$ cat src/design/fan_stall_restart_control_defines.svh
// Assertion macros used by the fan stall restart control RTL.
`ifndef FAN_STALL_RESTART_CONTROL_DEFINES_SVH
`define FAN_STALL_RESTART_CONTROL_DEFINES_SVH

// Same-cycle implication, sampled on clk, off while rst_n is low.
`define FSRC_ASSERT_NOW(label, ante, cons, msg) \
    label: assert property (@(posedge clk) disable iff (!rst_n) (ante) |-> (cons)) \
        else $error(msg);

// Next-cycle implication, sampled on clk, off while rst_n is low.
`define FSRC_ASSERT_NEXT(label, ante, cons, msg) \
    label: assert property (@(posedge clk) disable iff (!rst_n) (ante) |=> (cons)) \
        else $error(msg);

`endif

$ cat src/design/fsrc_pkg.sv
// Types and constants for the fan stall restart control block.
package fsrc_pkg;

    localparam int COUNT_WIDTH = 24;   // elapsed / quiet counter width, 8..32
    localparam int TICKS_WIDTH = 24;
    localparam int DUTY_WIDTH  = 8;
    localparam int CMP_WIDTH   = 32;   // common width for counter/threshold compares

    localparam int APB_DATA_WIDTH = 32;
    localparam int APB_ADDR_WIDTH = 5;

    typedef logic [COUNT_WIDTH-1:0] cnt_t;
    typedef logic [TICKS_WIDTH-1:0] ticks_t;
    typedef logic [DUTY_WIDTH-1:0]  duty_t;
    typedef logic [1:0]             mode_t;
    typedef logic [2:0]             reg_idx_t;

    localparam mode_t MODE_LAUNCH = 2'd0;
    localparam mode_t MODE_START  = 2'd1;
    localparam mode_t MODE_RUN    = 2'd2;
    localparam mode_t MODE_WAIT   = 2'd3;

    localparam reg_idx_t REG_STARTUP_DUTY  = 3'd0;
    localparam reg_idx_t REG_STARTUP_TICKS = 3'd1;
    localparam reg_idx_t REG_STALL_TICKS   = 3'd2;
    localparam reg_idx_t REG_RETRY_TICKS   = 3'd3;
    localparam reg_idx_t REG_MIN_DUTY      = 3'd4;

    localparam duty_t  RST_STARTUP_DUTY  = 8'd200;
    localparam ticks_t RST_STARTUP_TICKS = 24'd37500;
    localparam ticks_t RST_STALL_TICKS   = 24'd9375;
    localparam ticks_t RST_RETRY_TICKS   = 24'd37500;
    localparam duty_t  RST_MIN_DUTY      = 8'd40;

    typedef struct packed {
        duty_t  startup_duty;
        ticks_t startup_ticks;
        ticks_t stall_ticks;
        ticks_t retry_ticks;
        duty_t  min_duty;
    } cfg_t;

    typedef struct packed {
        logic  tick;
        logic  tach_edge;
        duty_t pot_level;
    } in_data_t;

    typedef struct packed {
        duty_t duty;
        mode_t mode;
    } out_data_t;

    typedef struct packed {
        mode_t mode;
        cnt_t  elapsed_count;
        cnt_t  quiet_count;
        logic  stall_seen;
        duty_t applied_duty;
        duty_t restart_duty;
    } state_t;

endpackage

$ cat src/design/fsrc_in_if.sv
// Input channel: tick, tach edge and pot level with valid/ready.
interface fsrc_in_if;
    import fsrc_pkg::*;

    logic  valid;
    logic  ready;
    logic  tick;
    logic  tach_edge;
    duty_t pot_level;

    modport source (output valid, output tick, output tach_edge, output pot_level,
                    input ready);
    modport sink   (input valid, input tick, input tach_edge, input pot_level,
                    output ready);
endinterface

$ cat src/design/fsrc_out_if.sv
// Result channel: applied duty and mode with valid/ready.
interface fsrc_out_if;
    import fsrc_pkg::*;

    logic  valid;
    logic  ready;
    duty_t duty;
    mode_t mode;

    modport source (output valid, output duty, output mode, input ready);
    modport sink   (input valid, input duty, input mode, output ready);
endinterface

$ cat src/design/fan_stall_restart_control.sv
// Top level of the fan stall restart control block.
// Fan drive sequencer: one result transaction per input transaction, one
// transaction per clock sustained while out_ch is ready. The input register
// takes the transaction; the sequencer state and result register then load
// from it. in_ch.ready stays high unless both registers are full and out_ch
// is stalled. The state update loop (counter increment, threshold compares,
// mode select) is combinational. Config registers are written over APB at
// byte address 4*index only while idle: a user rule the block does not enforce.
`include "fan_stall_restart_control_defines.svh"

module fan_stall_restart_control (
    input  logic                                clk,
    input  logic                                rst_n,
    fsrc_in_if.sink                             in_ch,
    fsrc_out_if.source                          out_ch,
    input  logic                                psel,
    input  logic                                penable,
    input  logic                                pwrite,
    input  logic [fsrc_pkg::APB_ADDR_WIDTH-1:0] paddr,
    input  logic [fsrc_pkg::APB_DATA_WIDTH-1:0] pwdata,
    output logic [fsrc_pkg::APB_DATA_WIDTH-1:0] prdata,
    output logic                                pready
);
    import fsrc_pkg::*;

    cfg_t      cfg;
    in_data_t  in_data_reg;
    logic      in_valid_reg;
    logic      in_valid_next;
    out_data_t out_data_reg;
    logic      out_valid_reg;
    logic      out_valid_next;
    state_t    state_reg;
    state_t    state_next;
    logic      fire;
    logic      in_take;

    fsrc_cfg u_cfg (
        .clk     (clk),
        .rst_n   (rst_n),
        .psel    (psel),
        .penable (penable),
        .pwrite  (pwrite),
        .paddr   (paddr),
        .pwdata  (pwdata),
        .prdata  (prdata),
        .pready  (pready),
        .cfg     (cfg)
    );

    fsrc_step u_step (
        .cfg       (cfg),
        .state_cur (state_reg),
        .item      (in_data_reg),
        .state_upd (state_next)
    );

    // process the held transaction when the result slot is free or draining
    assign fire         = in_valid_reg && (!out_valid_reg || out_ch.ready);
    assign in_ch.ready  = !in_valid_reg || fire;
    assign in_take      = in_ch.valid && in_ch.ready;

    assign in_valid_next  = in_take || (in_valid_reg && !fire);
    assign out_valid_next = fire || (out_valid_reg && !out_ch.ready);

    assign out_ch.valid = out_valid_reg;
    assign out_ch.duty  = out_data_reg.duty;
    assign out_ch.mode  = out_data_reg.mode;

    always_ff @(posedge clk or negedge rst_n)
    begin
        if (!rst_n)
        begin
            in_valid_reg  <= 1'b0;
            out_valid_reg <= 1'b0;
            state_reg     <= '0;
        end
        else
        begin
            in_valid_reg  <= in_valid_next;
            out_valid_reg <= out_valid_next;
            if (fire)
            begin
                state_reg <= state_next;
            end
        end
    end

    always_ff @(posedge clk)
    begin
        if (in_take)
        begin
            in_data_reg.tick      <= in_ch.tick;
            in_data_reg.tach_edge <= in_ch.tach_edge;
            in_data_reg.pot_level <= in_ch.pot_level;
        end
        if (fire)
        begin
            out_data_reg.duty <= state_next.applied_duty;
            out_data_reg.mode <= state_next.mode;
        end
    end

    `FSRC_ASSERT_NOW(a_wait_drive_off, out_valid_reg && out_data_reg.mode == MODE_WAIT,
        out_data_reg.duty == '0, "drive not off in stall wait")
    `FSRC_ASSERT_NOW(a_no_launch_result, out_valid_reg,
        out_data_reg.mode != MODE_LAUNCH, "result reports launch mode")
    `FSRC_ASSERT_NEXT(a_launch_once, state_reg.mode != MODE_LAUNCH,
        state_reg.mode != MODE_LAUNCH, "sequencer returned to launch")
    `FSRC_ASSERT_NEXT(a_held_item_kept, in_valid_reg && !fire,
        in_valid_reg && $stable(in_data_reg) && $stable(state_reg),
        "held transaction or state changed while stalled")

endmodule

$ cat src/design/fsrc_cfg.sv
// APB configuration registers for the fan stall restart control block.
module fsrc_cfg (
    input  logic                                clk,
    input  logic                                rst_n,
    input  logic                                psel,
    input  logic                                penable,
    input  logic                                pwrite,
    input  logic [fsrc_pkg::APB_ADDR_WIDTH-1:0] paddr,
    input  logic [fsrc_pkg::APB_DATA_WIDTH-1:0] pwdata,
    output logic [fsrc_pkg::APB_DATA_WIDTH-1:0] prdata,
    output logic                                pready,
    output fsrc_pkg::cfg_t                      cfg
);
    import fsrc_pkg::*;

    cfg_t     cfg_reg;
    cfg_t     cfg_next;
    reg_idx_t idx;
    logic     wr_en;

    assign idx    = paddr[APB_ADDR_WIDTH-1:2];
    assign wr_en  = psel && penable && pwrite;
    assign pready = 1'b1;
    assign cfg    = cfg_reg;

    always_comb
    begin
        cfg_next = cfg_reg;
        if (wr_en)
        begin
            unique case (idx)
                REG_STARTUP_DUTY:  cfg_next.startup_duty  = pwdata[DUTY_WIDTH-1:0];
                REG_STARTUP_TICKS: cfg_next.startup_ticks = pwdata[TICKS_WIDTH-1:0];
                REG_STALL_TICKS:   cfg_next.stall_ticks   = pwdata[TICKS_WIDTH-1:0];
                REG_RETRY_TICKS:   cfg_next.retry_ticks   = pwdata[TICKS_WIDTH-1:0];
                REG_MIN_DUTY:      cfg_next.min_duty      = pwdata[DUTY_WIDTH-1:0];
                default:           cfg_next = cfg_reg;
            endcase
        end
    end

    always_comb
    begin
        unique case (idx)
            REG_STARTUP_DUTY:  prdata = APB_DATA_WIDTH'(cfg_reg.startup_duty);
            REG_STARTUP_TICKS: prdata = APB_DATA_WIDTH'(cfg_reg.startup_ticks);
            REG_STALL_TICKS:   prdata = APB_DATA_WIDTH'(cfg_reg.stall_ticks);
            REG_RETRY_TICKS:   prdata = APB_DATA_WIDTH'(cfg_reg.retry_ticks);
            REG_MIN_DUTY:      prdata = APB_DATA_WIDTH'(cfg_reg.min_duty);
            default:           prdata = '0;
        endcase
    end

    always_ff @(posedge clk or negedge rst_n)
    begin
        if (!rst_n)
        begin
            cfg_reg.startup_duty  <= RST_STARTUP_DUTY;
            cfg_reg.startup_ticks <= RST_STARTUP_TICKS;
            cfg_reg.stall_ticks   <= RST_STALL_TICKS;
            cfg_reg.retry_ticks   <= RST_RETRY_TICKS;
            cfg_reg.min_duty      <= RST_MIN_DUTY;
        end
        else
        begin
            cfg_reg <= cfg_next;
        end
    end

endmodule

$ cat src/design/fsrc_step.sv
// Per-transaction state update: counters, stall detect, kick and mode sequencing.
module fsrc_step (
    input  fsrc_pkg::cfg_t     cfg,
    input  fsrc_pkg::state_t   state_cur,
    input  fsrc_pkg::in_data_t item,
    output fsrc_pkg::state_t   state_upd
);
    import fsrc_pkg::*;

    localparam cnt_t CNT_MAX = '1;

    state_t s;
    duty_t  want;
    duty_t  kick_want;
    logic   do_kick;

    always_comb
    begin
        s         = state_cur;
        want      = (item.pot_level < cfg.min_duty) ? cfg.min_duty : item.pot_level;
        do_kick   = 1'b0;
        kick_want = item.pot_level;

        if (state_cur.mode == MODE_LAUNCH)
        begin
            do_kick = 1'b1;
        end
        else
        begin
            // edge is applied before the tick
            if (item.tach_edge)
            begin
                s.quiet_count = '0;
            end
            if (item.tick)
            begin
                if (s.elapsed_count != CNT_MAX)
                begin
                    s.elapsed_count = s.elapsed_count + 1'b1;
                end
                if (CMP_WIDTH'(s.quiet_count) < CMP_WIDTH'(cfg.stall_ticks))
                begin
                    if (s.quiet_count != CNT_MAX)
                    begin
                        s.quiet_count = s.quiet_count + 1'b1;
                    end
                end
                else
                begin
                    s.stall_seen = 1'b1;
                end
                if (s.mode == MODE_START &&
                    CMP_WIDTH'(s.elapsed_count) > CMP_WIDTH'(cfg.startup_ticks))
                begin
                    s.mode = MODE_RUN;
                end
            end
            if (s.mode == MODE_WAIT)
            begin
                if (CMP_WIDTH'(s.elapsed_count) > CMP_WIDTH'(cfg.retry_ticks))
                begin
                    do_kick   = 1'b1;
                    kick_want = s.restart_duty;
                end
            end
            else
            begin
                if (s.mode == MODE_RUN)
                begin
                    s.applied_duty = want;
                end
                if (s.stall_seen)
                begin
                    s.applied_duty  = '0;
                    s.elapsed_count = '0;
                    s.restart_duty  = want;
                    s.mode          = MODE_WAIT;
                end
            end
        end

        if (do_kick)
        begin
            s.applied_duty  = (kick_want < cfg.startup_duty) ? cfg.startup_duty : kick_want;
            s.stall_seen    = 1'b0;
            s.quiet_count   = '0;
            s.elapsed_count = '0;
            s.mode          = MODE_START;
        end

        state_upd = s;
    end

endmodule

$ cat src/flat_wrapper.sv
// flat-port wrapper written by rule: the top's interface ports become plain ports
module fan_stall_restart_control_flat import fsrc_pkg::*;
  (clk, rst_n, psel, penable, pwrite, paddr, pwdata, prdata, pready, in_ch_valid, in_ch_tick, in_ch_tach_edge, in_ch_pot_level, in_ch_ready, out_ch_valid, out_ch_duty, out_ch_mode, out_ch_ready);
  fsrc_in_if in_ch_i ();
  fsrc_out_if out_ch_i ();
  input  logic clk;
  input  logic rst_n;
  input  logic psel;
  input  logic penable;
  input  logic pwrite;
  input  logic [fsrc_pkg::APB_ADDR_WIDTH-1:0] paddr;
  input  logic [fsrc_pkg::APB_DATA_WIDTH-1:0] pwdata;
  output logic [fsrc_pkg::APB_DATA_WIDTH-1:0] prdata;
  output logic pready;
  input wire logic [$bits(in_ch_i.valid)-1:0] in_ch_valid;
  input wire logic [$bits(in_ch_i.tick)-1:0] in_ch_tick;
  input wire logic [$bits(in_ch_i.tach_edge)-1:0] in_ch_tach_edge;
  input wire logic [$bits(in_ch_i.pot_level)-1:0] in_ch_pot_level;
  output wire logic [$bits(in_ch_i.ready)-1:0] in_ch_ready;
  output wire logic [$bits(out_ch_i.valid)-1:0] out_ch_valid;
  output wire logic [$bits(out_ch_i.duty)-1:0] out_ch_duty;
  output wire logic [$bits(out_ch_i.mode)-1:0] out_ch_mode;
  input wire logic [$bits(out_ch_i.ready)-1:0] out_ch_ready;
  assign in_ch_i.valid = in_ch_valid;
  assign in_ch_i.tick = in_ch_tick;
  assign in_ch_i.tach_edge = in_ch_tach_edge;
  assign in_ch_i.pot_level = in_ch_pot_level;
  assign in_ch_ready = in_ch_i.ready;
  assign out_ch_valid = out_ch_i.valid;
  assign out_ch_duty = out_ch_i.duty;
  assign out_ch_mode = out_ch_i.mode;
  assign out_ch_i.ready = out_ch_ready;
  fan_stall_restart_control u_core (.clk(clk), .rst_n(rst_n), .in_ch(in_ch_i), .out_ch(out_ch_i), .psel(psel), .penable(penable), .pwrite(pwrite), .paddr(paddr), .pwdata(pwdata), .prdata(prdata), .pready(pready));
endmodule
$ cat config.mk
export PLATFORM = sky130hd
export DESIGN_NAME = fan_stall_restart_control_flat
export DESIGN_NICKNAME = d
export VERILOG_FILES = /design/src/design/fsrc_pkg.sv /design/src/design/fsrc_in_if.sv /design/src/design/fsrc_out_if.sv /design/src/design/fan_stall_restart_control.sv /design/src/design/fsrc_cfg.sv /design/src/design/fsrc_step.sv /design/src/flat_wrapper.sv
export VERILOG_INCLUDE_DIRS = /design/src /design/src/design
export SDC_FILE = /design/constraint.sdc
export NUM_CORES = 1
export LEC_CHECK = 0
export CORE_MARGIN = 2
export CORE_UTILIZATION = 30
export DETAILED_ROUTE_END_ITERATION = 12
export DONT_BUFFER_PORTS = 1
export PLACE_DENSITY = 0.46
export SYNTH_ARGS = -nofsm -noshare
export SYNTH_HDL_FRONTEND = slang
export SYNTH_SLANG_ARGS = --single-unit
$ cat constraint.sdc
create_clock -name clk -period 6.84 [get_ports clk]
set_clock_uncertainty 0.05 [all_clocks]
set_input_delay 2.052 -clock clk [delete_from_list [all_inputs] [get_ports clk]]
set_output_delay 2.052 -clock clk [all_outputs]
set_load 0.03 [all_outputs]
==> metrics.md, run 1 <==
| Metric | Value |
|---|---|
| Outcome | `finished clean` |
| R2R depth | `25` |
| Core ar. | `0.03847 mm^2` |
| Synth-to-layout area growth | `9.471%` |
| Syn Area/Cell | `8.936 um^2` |
| Top-count cell post-synth | `nand2_1` |
| Leak | `5.477 nW` |
| VDD IR max | `0.1873 mV` |
| Post-synth EDFFs | `20` |
| Clock Latency Late Sink | `460 ps` |
| # port buffers | `0` |
| Root buf cell | `clkbuf_16` |
| Slew HR | `22.24%` |
| WP depth | `25` |
| Hold depth | `1` |
| Slowest-stage cell, CP | `or4_4` |
| Area after DPL | `0.01216 mm^2` |
| Critical R2R Launch | `u_core.state_reg[42]` |
| Cells after Synth | `1304` |
| Critical Path RT | `6990 ps` |
| Fin. Hold Viols | `0` |
| Drt pass-1 iters | `5` |
| HPWL after DPL | `25.82 mm` |
| Final Cell Area | `0.01276 mm^2` |
| Die area | `0.04043 mm^2` |
| Fmax | `155.6 MHz` |
| Cell Area, Synth | `0.01165 mm^2` |
| DRT iter0 DRCs | `616` |
| Synth warn | `0` |
| Total track usage | `17.98%` |
| Via density | `5.216` |
| Crit path launch | `u_core.state_reg[42]` |
| Flip-flop count of the largest register after layout | `88` |
| Total CTS buffers | `17` |
| Die width | `201.1 um` |
| Slew @ Worst Pin | `1166 ps` |
| Worst-path maximum fanout | `8` |
| IO Pins | `99` |
| R2R Setup Slk | `410 ps` |
| Pwr Density | `252.9 mW/mm^2` |
| CP endpoint | `u_core.out_ch.duty[3]` |
| Gr ovfl total | `0` |
| DRC | `0` |
| CTS clock-pin slew for the worst setup and hold paths | `70 ps` |
| Setup crit end kind | `flip-flop` |
| RePlAce Congestion | `0.8104` |
| Chip Height | `201.1 um` |
| Vias in the first global route | `9326` |
| WL/cell | `19.83 um` |
| Setup TNS | `0 ps` |
| Post-route insts no fill | `1803` |
| CTS Buffer Depth | `2` |
| Post-synth top cells | `nand2_1, dfrtp_1, o21ai_0` |
| Clock sink total | `177` |
| CTS tree | `done` |
| FF-to-FF End | `u_core.out_ch.duty[3]` |
| # Post-CTS Setup Buffers | `0` |
| Max incr delay on CP | `530 ps` |
| Max-slew violations | `0` |
| RSZ-0062 raised after global routing | `false` |
| Sequential area share after synthesis | `39.18%` |
| Yosys top cell by area | `dfrtp_1` |
| #FFs+latches synth | `177` |
| Pre-CTS WS | `240.7 ps` |
| Asr flop ratio synth | `88.70%` |
| Final setup margin | `414.2 ps` |
| Global-route wire length before repair | `56.22 mm` |
| CP Buf/Inv Count | `1` |
| Std cell rows | `72` |
| Worst Hold Class | `flip-flop to flip-flop` |
| Inst Count DP | `1771` |
| DR vias | `9404` |
| Max cap viols | `0` |
| Ant diodes | `0` |
| Primary FF master, synth | `dfrtp_1` |
| Final ANT Viol Nets | `0` |
| Final min period | `6426 ps` |
| Share of cells above drive strength 1 | `12.06%` |
| Pin count of the biggest net entering global routing | `158` |
| Unique masters post-synth | `74` |
| Initial Util | `30.29%` |
| DRT Wirelength | `35.75 mm` |
| Period utilisation layout | `93.94%` |
| Ranking of synthesized cells by area | `dfrtp_1, ha_1, dfstp_2, o21ai_0, edfxtp_1` |
| Nets | `1413` |
| Finish-stage setup viols | `0` |
| CP Launch Type | `flip-flop` |
| Initial antenna violation count | `1` |
| Critical path class | `flip-flop to flip-flop` |
| Crit path max-delay family | `simple AND/OR/NAND/NOR gates` |
| Critical Path AT | `6570 ps` |
| H-Tree Depth | `4` |
| Share of the synthesized area in the top cell type | `27.49%` |
## stage by stage
| step | hold WS (ps) | util (%) | total power [mW] |
|---|---|---|---|
| finish | 432.3 | 33.16 | 3.226 |
| global route | 464.1 | 33.16 | 3.436 |
| CTS | 430.2 | 33.12 | 3.262 |
| detailed placement | 418.6 | 31.61 | 2.231 |
| global placement | 419.3 | 31.61 | 2.214 |
| floorplan | 392.5 | - | 1.996 |
## layer usage
layer / wire length [um] / global-route usage [%]
met1: 17210 / 24.82
met4: 613 / 5.212
met2: 16170 / 28.15
met5: 11 / 0
met3: 1747 / 4.010
## kinds of logic (layout without fill, tap and decap cells)
family                     count (synthesis)  count (layout)  synth area share (%)
and+or+nand+nor                          384             384                 16.43
AOI/OAI and AO/OA                        359             359                 19.48
buffers and inverters                    192             166                 6.614
DFF                                      177             177                 39.18
adders and majority gates                 87              87                 9.342
muxes                                     54              54                 5.208
xor gates and xnor gates                  49              49                 3.683
other                                      2               9               0.06445
## worst register-to-register path, cell delays in order, from the launching register on
cell and delay, ps:
dfrtp_1 430, ha_1 240, and3_1 150, nand3_1 140, nor3_2 80, buf_4 170
nor3_2 310, and3_1 330, nand3_1 170, xnor2_1 180, ha_1 310, nand3_1 110
or4_4 530, nor2_1 200, a211oi_2 210, nor2_4 250, mux2_2 380, ha_1 290
a21o_1 160, a21o_1 170, a21o_1 180, a211o_1 390, nor3b_1 310, a32oi_1 140
o211ai_1 170, nand2_1 100
## timing repair
action | 4_1_cts | 5_1_grt
endpoints found under the setup margin | 0 | 16
resized for setup | 0 | 3
hold buffers | 0 | 0
## power breakdown
group / internal [mW] / switching, mW / leakage, nW
clock: 0.530 / 0.484 / 0.278
sequential: 1.27 / 0.156 / 2.11
combinational: 0.295 / 0.493 / 3.09
## how the worst min path moves through the flow
stage	slack [ps]	from	end
global placement	420	u_core.state_reg[30]	u_core.state_reg[30]
finish	430	u_core.state_reg[30]	u_core.state_reg[30]
global route	460	u_core.state_reg[30]	u_core.state_reg[30]
floorplan	390	u_core.state_reg[30]	u_core.state_reg[30]
detailed placement	420	u_core.state_reg[30]	u_core.state_reg[30]
CTS	430	u_core.state_reg[30]	u_core.state_reg[30]
## placed cells by master (no fill, tap or decap), drive strengths merged, types with 9 or more instances in the layout
cell    synthesis  layout
and3           12      12
nor3           12      12
dfstp          29      29
conb            2       9
buf            23      22
ha             87      87
dfrtp         128     128
inv           111     116
nand3          36      36
xnor2          39      39
o211ai         24      24
a31oi          17      17
and2           13      13
nor2           53      53
or3            13      13
nand2         158     158
a21oi          63      63
a21o            9       9
nor3b           9       9
xor2           10      10
mux2           53      53
nor2b          21      21
a22oi          32      32
o21ai         125     125
a22o           14      14
o22ai          21      21
clkbuf         57      19
nand4          23      23
edfxtp         20      20
## final cells by class
type                            count  area [um^2]
Fill cell                        4044        25710
Timing Repair Buffer               22        165.2
Clock inverter                     13        127.6
Clock buffer                       19        454.2
Multi-Input combinational cell    942         6375
Sequential cell                   177         4566
Tap cell                          518        648.1
Inverter                          112        420.4
Note: power is estimated with default switching activity, not from simulation.
==> run 2: changes to the inputs <==
--- a/config.mk
+++ b/config.mk
@@ -6,6 +6,7 @@
 export SDC_FILE = /design/constraint.sdc
 export NUM_CORES = 1
 export LEC_CHECK = 0
+export ABC_AREA = 1
 export CORE_MARGIN = 2
 export CORE_UTILIZATION = 30
 export DETAILED_ROUTE_END_ITERATION = 12
==> metrics.md, run 2 <==
| Metric | Value |
|---|---|
| Max-slew violations | `0 (unchanged)` |
| Post-Synth Adder-Cell Area | `9.401% (+0.060 points)` |
| Critical path class | `flip-flop to flip-flop` |
| Leak | `5.995 nW (+9.5%)` |
| Drt pass-1 iters | `5 (unchanged)` |
| Worst Hold Class | `flip-flop to flip-flop` |
| Global-route wire length before repair | `54.63 mm (-2.8%)` |
| CTS clock-pin slew for the worst setup and hold paths | `70 ps (about the same)` |
| Worst-path maximum fanout | `11 (+3)` |
| Ant diodes | `0 (unchanged)` |
| Total CTS buffers | `17 (unchanged)` |
| Power consumption | `3.986 mW (+24%)` |
| Syn Area/Cell | `7.623 um^2 (-15%)` |
| # port buffers | `0 (unchanged)` |
| Ranking of synthesized cells by area | `dfrtp_1, nand2_1, ha_1, inv_1, o21ai_0` |
| Pin count of the biggest net entering global routing | `158 (unchanged)` |
| Setup crit end kind | `flip-flop` |
| Synth warn | `0 (unchanged)` |
| Setup TNS | `0 ps (unchanged)` |
| Worst hold margin | `431.3 ps (-1.003 ps)` |
| Share of cells above drive strength 1 | `9.536% (-2.5 points)` |
| Most frequent cells in the layout | `nand2_1, inv_1, o21ai_0, dfrtp_1, ha_1` |
| Slew HR | `32.32% (+10 points)` |
| Primary FF master, synth | `dfrtp_1` |
| Hold buffers post-CTS | `0 (unchanged)` |
| Compound-Gate Fraction of Synth Area | `15.29% (-4.2 points)` |
| Nets | `1659 (+17%)` |
| Outcome | `finished clean` |
| DRT Wirelength | `33.72 mm (-5.7%)` |
| Vias in the first global route | `9673 (+3.7%)` |
| RePlAce Congestion | `0.8032 (-0.89%)` |
| Critical Path AT | `5810 ps (-760 ps)` |
| HPWL after DPL | `25.09 mm (-2.8%)` |
| Share of the synthesized area in the top cell type | `27.66% (+0.18 points)` |
| Die area | `0.04018 mm^2 (-0.62%)` |
| Slew @ Worst Pin | `1011 ps (-155.6 ps)` |
| Period utilisation layout | `82.92% (-11 points)` |
| Via density | `4.743 (-9.1%)` |
| Cells after Synth | `1519 (+16%)` |
| DRT iter0 DRCs | `585 (-5.0%)` |
| DRC | `0 (unchanged)` |
| Final ANT Viol Nets | `0 (unchanged)` |
| H-Tree Depth | `4 (unchanged)` |
| Chip Height | `200.5 um (-0.31%)` |
| # Post-CTS Setup Buffers | `0 (unchanged)` |
| Top-count cell post-synth | `nand2_1` |
| Pwr Density | `311.1 mW/mm^2 (+23%)` |
| Post-synth EDFFs | `20 (unchanged)` |
| IO Pins | `99 (unchanged)` |
| Initial antenna violation count | `0 (-1)` |
| Synth Area in Simple Gates | `22.52% (+6.1 points)` |
| XOR/XNOR Fraction of Synth Area | `2.269% (-1.4 points)` |
| CTS Buffer Depth | `2 (unchanged)` |
| Max cap viols | `0 (unchanged)` |
| DR vias | `9686 (+3.0%)` |
| Sequential area share after synthesis | `39.43% (+0.25 points)` |
| CP Launch Type | `flip-flop` |
| Slowest-stage cell, CP | `dfrtp_1` |
| Max incr delay on CP | `440 ps (-90 ps)` |
| Fmax | `176.3 MHz (+13%)` |
| VDD IR max | `0.1752 mV (-6.5%)` |
| Critical R2R Launch | `u_core.state_reg[41]` |
| RSZ-0062 raised after global routing | `false` |
| Core ar. | `0.03784 mm^2 (-1.6%)` |
| Yosys top cell by area | `dfrtp_1` |
| R2R Setup Slk | `1170 ps (+750 ps)` |
| Gr ovfl total | `0 (unchanged)` |
| CP Buf/Inv Count | `4 (+3)` |
| Finish-stage setup viols | `0 (unchanged)` |
| Clock Latency Late Sink | `450 ps (about the same)` |
| Std cell rows | `71 (-1.4%)` |
| Fin. Hold Viols | `0 (unchanged)` |
| Root buf cell | `clkbuf_16` |
| Mux cell area share after synthesis | `0% (-5.2 points)` |
| Asr flop ratio synth | `88.70% (unchanged)` |
| Flip-flop count of the largest register after layout | `88 (unchanged)` |
| Clock sink total | `177 (unchanged)` |
| Most common cell after layout, fill and taps aside | `nand2_1` |
| Critical Path RT | `6970 ps (-20 ps)` |
| Initial Util | `30.60% (+0.30 points)` |
| Die width | `200.5 um (-0.31%)` |
| WL/cell | `16.51 um (-17%)` |
| Largest family of logic cells by synthesized area | `simple AND/OR/NAND/NOR gates` |
| CTS resizes | `0 (unchanged)` |
| HP Start | `u_core.state_reg[9]` |
| #FFs+latches synth | `177 (unchanged)` |
| Crit path launch | `u_core.state_reg[41]` |
| Unique masters post-synth | `53 (-28%)` |
| Crit path max-delay family | `simple AND/OR/NAND/NOR gates` |
| Synth-to-layout area growth | `10.64%` |
| CTS tree | `done` |
| Post-synth top cells | `nand2_1, inv_1, o21ai_0` |
| Final min period | `5672 ps (-754.2 ps)` |
| Cell Area, Synth | `0.01158 mm^2 (-0.63%)` |
| Total track usage | `17.31% (-0.67 points)` |
[run 2: cell types whose count changed in the layout (fill, tap and decap cells not counted), moves of 17 or more]
cell | before | now
mux2_2 | 53 | 0
nor2b_1 | 21 | 0
nor2_1 | 51 | 86
o21ai_0 | 122 | 163
nand2_1 | 157 | 352
xnor2_1 | 39 | 3
xor2_1 | 10 | 27
o211ai_1 | 24 | 5
inv_1 | 111 | 255
a31oi_1 | 17 | 0
[run 2: path summary, 6_finish.rpt]
check | endpoint | cells after the start
max | u_core.out_ch.duty[4] | 29
min | u_core.state_reg[9] | 2
max reg2reg | u_core.out_ch.duty[4] | 29
min reg2reg | u_core.state_reg[9] | 2
max in group asynchronous | u_core.u_cfg.cfg[20] | 0
min in group asynchronous | u_core.state_reg[45] | 0
[run 2: final cells by class]
cell class / instances / area [um^2]
Clock buffer: 23 / 519.2
Clock inverter: 9 / 90.09
Fill cell: 4108 / 25030
Inverter: 266 / 998.5
Multi-Input combinational cell: 1026 / 5773
Sequential cell: 177 / 4566
Tap cell: 511 / 639.4
Timing Repair Buffer: 30 / 225.2
[run 2: power breakdown]
part / internal [mW] / total [mW] / switching (mW)
Clock: 0.576 / 1.03 / 0.456
Sequential: 1.34 / 1.58 / 0.237
Combinational: 0.479 / 1.37 / 0.895
[run 2: worst min-delay path, delay by kind of cell (launching register included)]
family | cells | cell delay (ps)
flops | 1 | 350
simple gates | 2 | 100
[run 2: through the flow]
step	utilization (%)	area (um^2)	instances	setup slack (ps)
after floorplan	-	11600	1526	1087
after global placement	32.24	12200	2010	1146
after detailed placement	32.24	12200	2010	1161
after CTS	33.85	12810	2042	1106
after global routing	33.85	12810	2042	468.9
final	33.85	12810	2042	1168
[run 2: kinds of logic (layout without fill, tap and decap cells)]
group,count (synthesis),after routing
buffers and inverters,323,328
adder cells (fa/ha/maj),87,87
flip-flops,177,177
AND/OR/NAND/NOR,586,586
other,2,9
AO/OA/AOI/OAI,314,314
XOR/XNOR,30,30
[run 2: per-layer routing]
| metal | track usage, % | vias to the layer above | routed length (um) |
|---|---|---|---|
| li1 | - | 4940 | - |
| met5 | 0 | - | 0 |
| met2 | 28.79 | 115 | 15900 |
| met4 | 4.339 | 0 | 489 |
| met1 | 23.72 | 4608 | 16690 |
| met3 | 2.403 | 23 | 634 |
==> run 3: changes to the inputs <==
==> constraint.sdc (replaced) <==
create_clock -name clk -period 5.6 [get_ports clk]
set_clock_uncertainty 0.05 [all_clocks]
set_input_delay 1.68 -clock clk [delete_from_list [all_inputs] [get_ports clk]]
set_output_delay 1.68 -clock clk [all_outputs]
set_load 0.03 [all_outputs]
==> metrics.md, run 3 (synthesized netlist as in run 2, its figures left out) <==
| Metric | Value |
|---|---|
| HPWL after DPL | `25.41 mm (+1.3%)` |
| Most used cell, CP | `nand2_1` |
| Total track usage | `17.44% (+0.13 points)` |
| H-Tree Depth | `4 (unchanged)` |
| Total CTS buffers | `17 (unchanged)` |
| Final min period | `5085 ps (-586.6 ps)` |
| Nets | `1674 (+0.90%)` |
| Global-route wire length before repair | `54.96 mm (+0.61%)` |
| CTS clock-pin slew for the worst setup and hold paths | `80 ps (about the same)` |
| Chip Height | `200.5 um (unchanged)` |
| Setup crit end kind | `flip-flop` |
| Final ANT Viol Nets | `0 (unchanged)` |
| Die area | `0.04018 mm^2 (unchanged)` |
| Power consumption | `4.839 mW (+21%)` |
| Seq pwr share | `39.9% (+0.3 points)` |
| CTS tree | `done` |
| CP endpoint | `u_core.state_reg[13]` |
| Gr ovfl total | `0 (unchanged)` |
| Slew @ Worst Pin | `992.2 ps (-18.54 ps)` |
| Drt pass-1 iters | `7 (+2)` |
| Worst-path maximum fanout | `9 (-2)` |
| Critical Path AT | `5420 ps (-390 ps)` |
| Hold buffers post-CTS | `0 (unchanged)` |
| Core ar. | `0.03784 mm^2 (unchanged)` |
| Clock sink total | `177 (unchanged)` |
| Pwr Density | `373.9 mW/mm^2 (+20%)` |
| Worst hold margin | `436.1 ps (+4.749 ps)` |
| CP Launch Type | `flip-flop` |
| Final Cell Area | `0.01294 mm^2 (+1.0%)` |
| DRC | `0 (unchanged)` |
| Share of cells above drive strength 1 | `11.06% (+1.5 points)` |
| Max-slew violations | `0 (unchanged)` |
| Outcome | `finished clean` |
| Worst Hold Class | `flip-flop to flip-flop` |
| Initial Util | `30.60% (unchanged)` |
| Critical path class | `flip-flop to flip-flop` |
| Period utilisation layout | `90.80% (+7.9 points)` |
| DR vias | `9702 (+0.17%)` |
| # port buffers | `0 (unchanged)` |
| Leak | `6.051 nW (+0.92%)` |
| Via density | `4.717 (-0.57%)` |
| Vias in the first global route | `9673 (unchanged)` |
| Max incr delay on CP | `440 ps (about the same)` |
| Initial antenna violation count | `0 (unchanged)` |
| RePlAce Congestion | `0.8222 (+2.4%)` |
| Ant diodes | `0 (unchanged)` |
| DRT iter0 DRCs | `530 (-9.4%)` |
| Area used by multi-input combinational logic | `0.005839 mm^2 (+1.1%)` |
| Setup TNS | `0 ps (unchanged)` |
| Root buf cell | `clkbuf_16` |
| FF-to-FF End | `u_core.state_reg[13]` |
| Crit path launch | `u_core.state_reg[41]` |
| Clock Latency Late Sink | `460 ps (about the same)` |
| Net switching fraction of the power | `41.27% (+1.4 points)` |
| Fill cells | `4062 (-1.1%)` |
| Std cell rows | `71 (unchanged)` |
| Finish-stage setup viols | `0 (unchanged)` |
| Most frequent cells in the layout | `nand2_1, inv_1, o21ai_0, dfrtp_1, ha_1` |
| WL/cell | `16.47 um (-0.23%)` |
| R2R Setup Slk | `520 ps (-650 ps)` |
| IO Pins | `99 (unchanged)` |
| Register Area | `0.004567 mm^2 (about the same)` |
| Fin. Hold Viols | `0 (unchanged)` |
| Pin count of the biggest net entering global routing | `158 (unchanged)` |
| Synth-to-layout area growth | `11.78%` |
| Slew HR | `33.56% (+1.2 points)` |
| Fmax | `196.7 MHz (+12%)` |
| DRT Wirelength | `33.89 mm (+0.50%)` |
| Combinational share of power | `35.6% (+1.1 points)` |
| Internal Pwr Total | `2.841 mW (+19%)` |
| NetSw | `1.997 mW (+26%)` |
| Max cap viols | `0 (unchanged)` |
| Critical Path RT | `5940 ps (-1030 ps)` |
| VDD IR max | `0.1875 mV (+7.0%)` |
| Flip-flop count of the largest register after layout | `88 (unchanged)` |
| Area after DPL | `0.01230 mm^2 (+0.78%)` |
| CTS Buffer Depth | `2 (unchanged)` |
| Most common cell after layout, fill and taps aside | `nand2_1` |
| R2R depth | `34 (+17%)` |
| Slowest-stage cell, CP | `dfrtp_2` |
| HP Start | `u_core.state_reg[8]` |
| Clock network power share | `24.4% (-1.5 points)` |
| Die width | `200.5 um (unchanged)` |
| Critical R2R Launch | `u_core.state_reg[41]` |
run 3: worst max-delay path, delay by kind of cell, from the launching register on:
| kind | cells | cell delay, ps |
|---|---|---|
| flops | 1 | 440 |
| compound gates | 4 | 800 |
| buf+inv | 4 | 400 |
| fa+ha+maj | 3 | 810 |
| simple gates | 22 | 2280 |
| xor+xnor | 1 | 230 |
run 3: layer usage:
layer,wire (um),part of all wire (%),global-route usage (%),vias to the layer above
met3,804,2.4,2.500,29
met2,15870,47,28.67,142
met1,16670,49,24.09,4540
met4,537,1.6,4.418,0
met5,0,0,0,-
li1,-,-,-,4991
run 3: worst min-delay path by stage:
| stage | end | cells after the start | slack (ps) |
|---|---|---|---|
| final | u_core.state_reg[8] | 2 | 440 |
| after global placement | u_core.state_reg[8] | 2 | 410 |
| after global routing | u_core.state_reg[13] | 2 | 450 |
| after detailed placement | u_core.state_reg[10] | 2 | 420 |
| after floorplan | u_core.state_reg[10] | 2 | 400 |
| after CTS | u_core.state_reg[10] | 2 | 440 |
run 3: what timing repair did:
| action | in CTS | in global routing |
|---|---|---|
| gates resized for setup | 0 | 20 |
| endpoints found under the setup margin | 0 | 23 |
| buffers inserted | 0 | 3 |
run 3: layout make-up:
cell class                      count  area share [%]
Multi-Input combinational cell   1026           45.12
Sequential cell                   177           35.29
Inverter                          266           7.715
Tap cell                          511           4.940
Clock buffer                       17           3.287
Timing Repair Buffer               45           2.688
Clock inverter                     15          0.9667
run 3: power by group through the flow:
stage	clock, mW	sequential [mW]	combinational, mW
CTS	1.22	1.93	1.72
finish	1.18	1.93	1.72
global placement	0	1.95	1.67
floorplan	0	1.87	1.29
global route	1.27	1.97	2.01
detailed placement	0	1.96	1.71
run 3: per-stage QoR:
| step | worst slack (ps) | util (%) | cells |
|---|---|---|---|
| after floorplan | 591.3 | - | 1526 |
| after global placement | 255.2 | 32.49 | 2021 |
| after global routing | -3.866 | 34.20 | 2057 |
| final | 515.0 | 34.20 | 2057 |
| after CTS | 206.1 | 33.95 | 2053 |
| after detailed placement | 255.8 | 32.49 | 2021 |
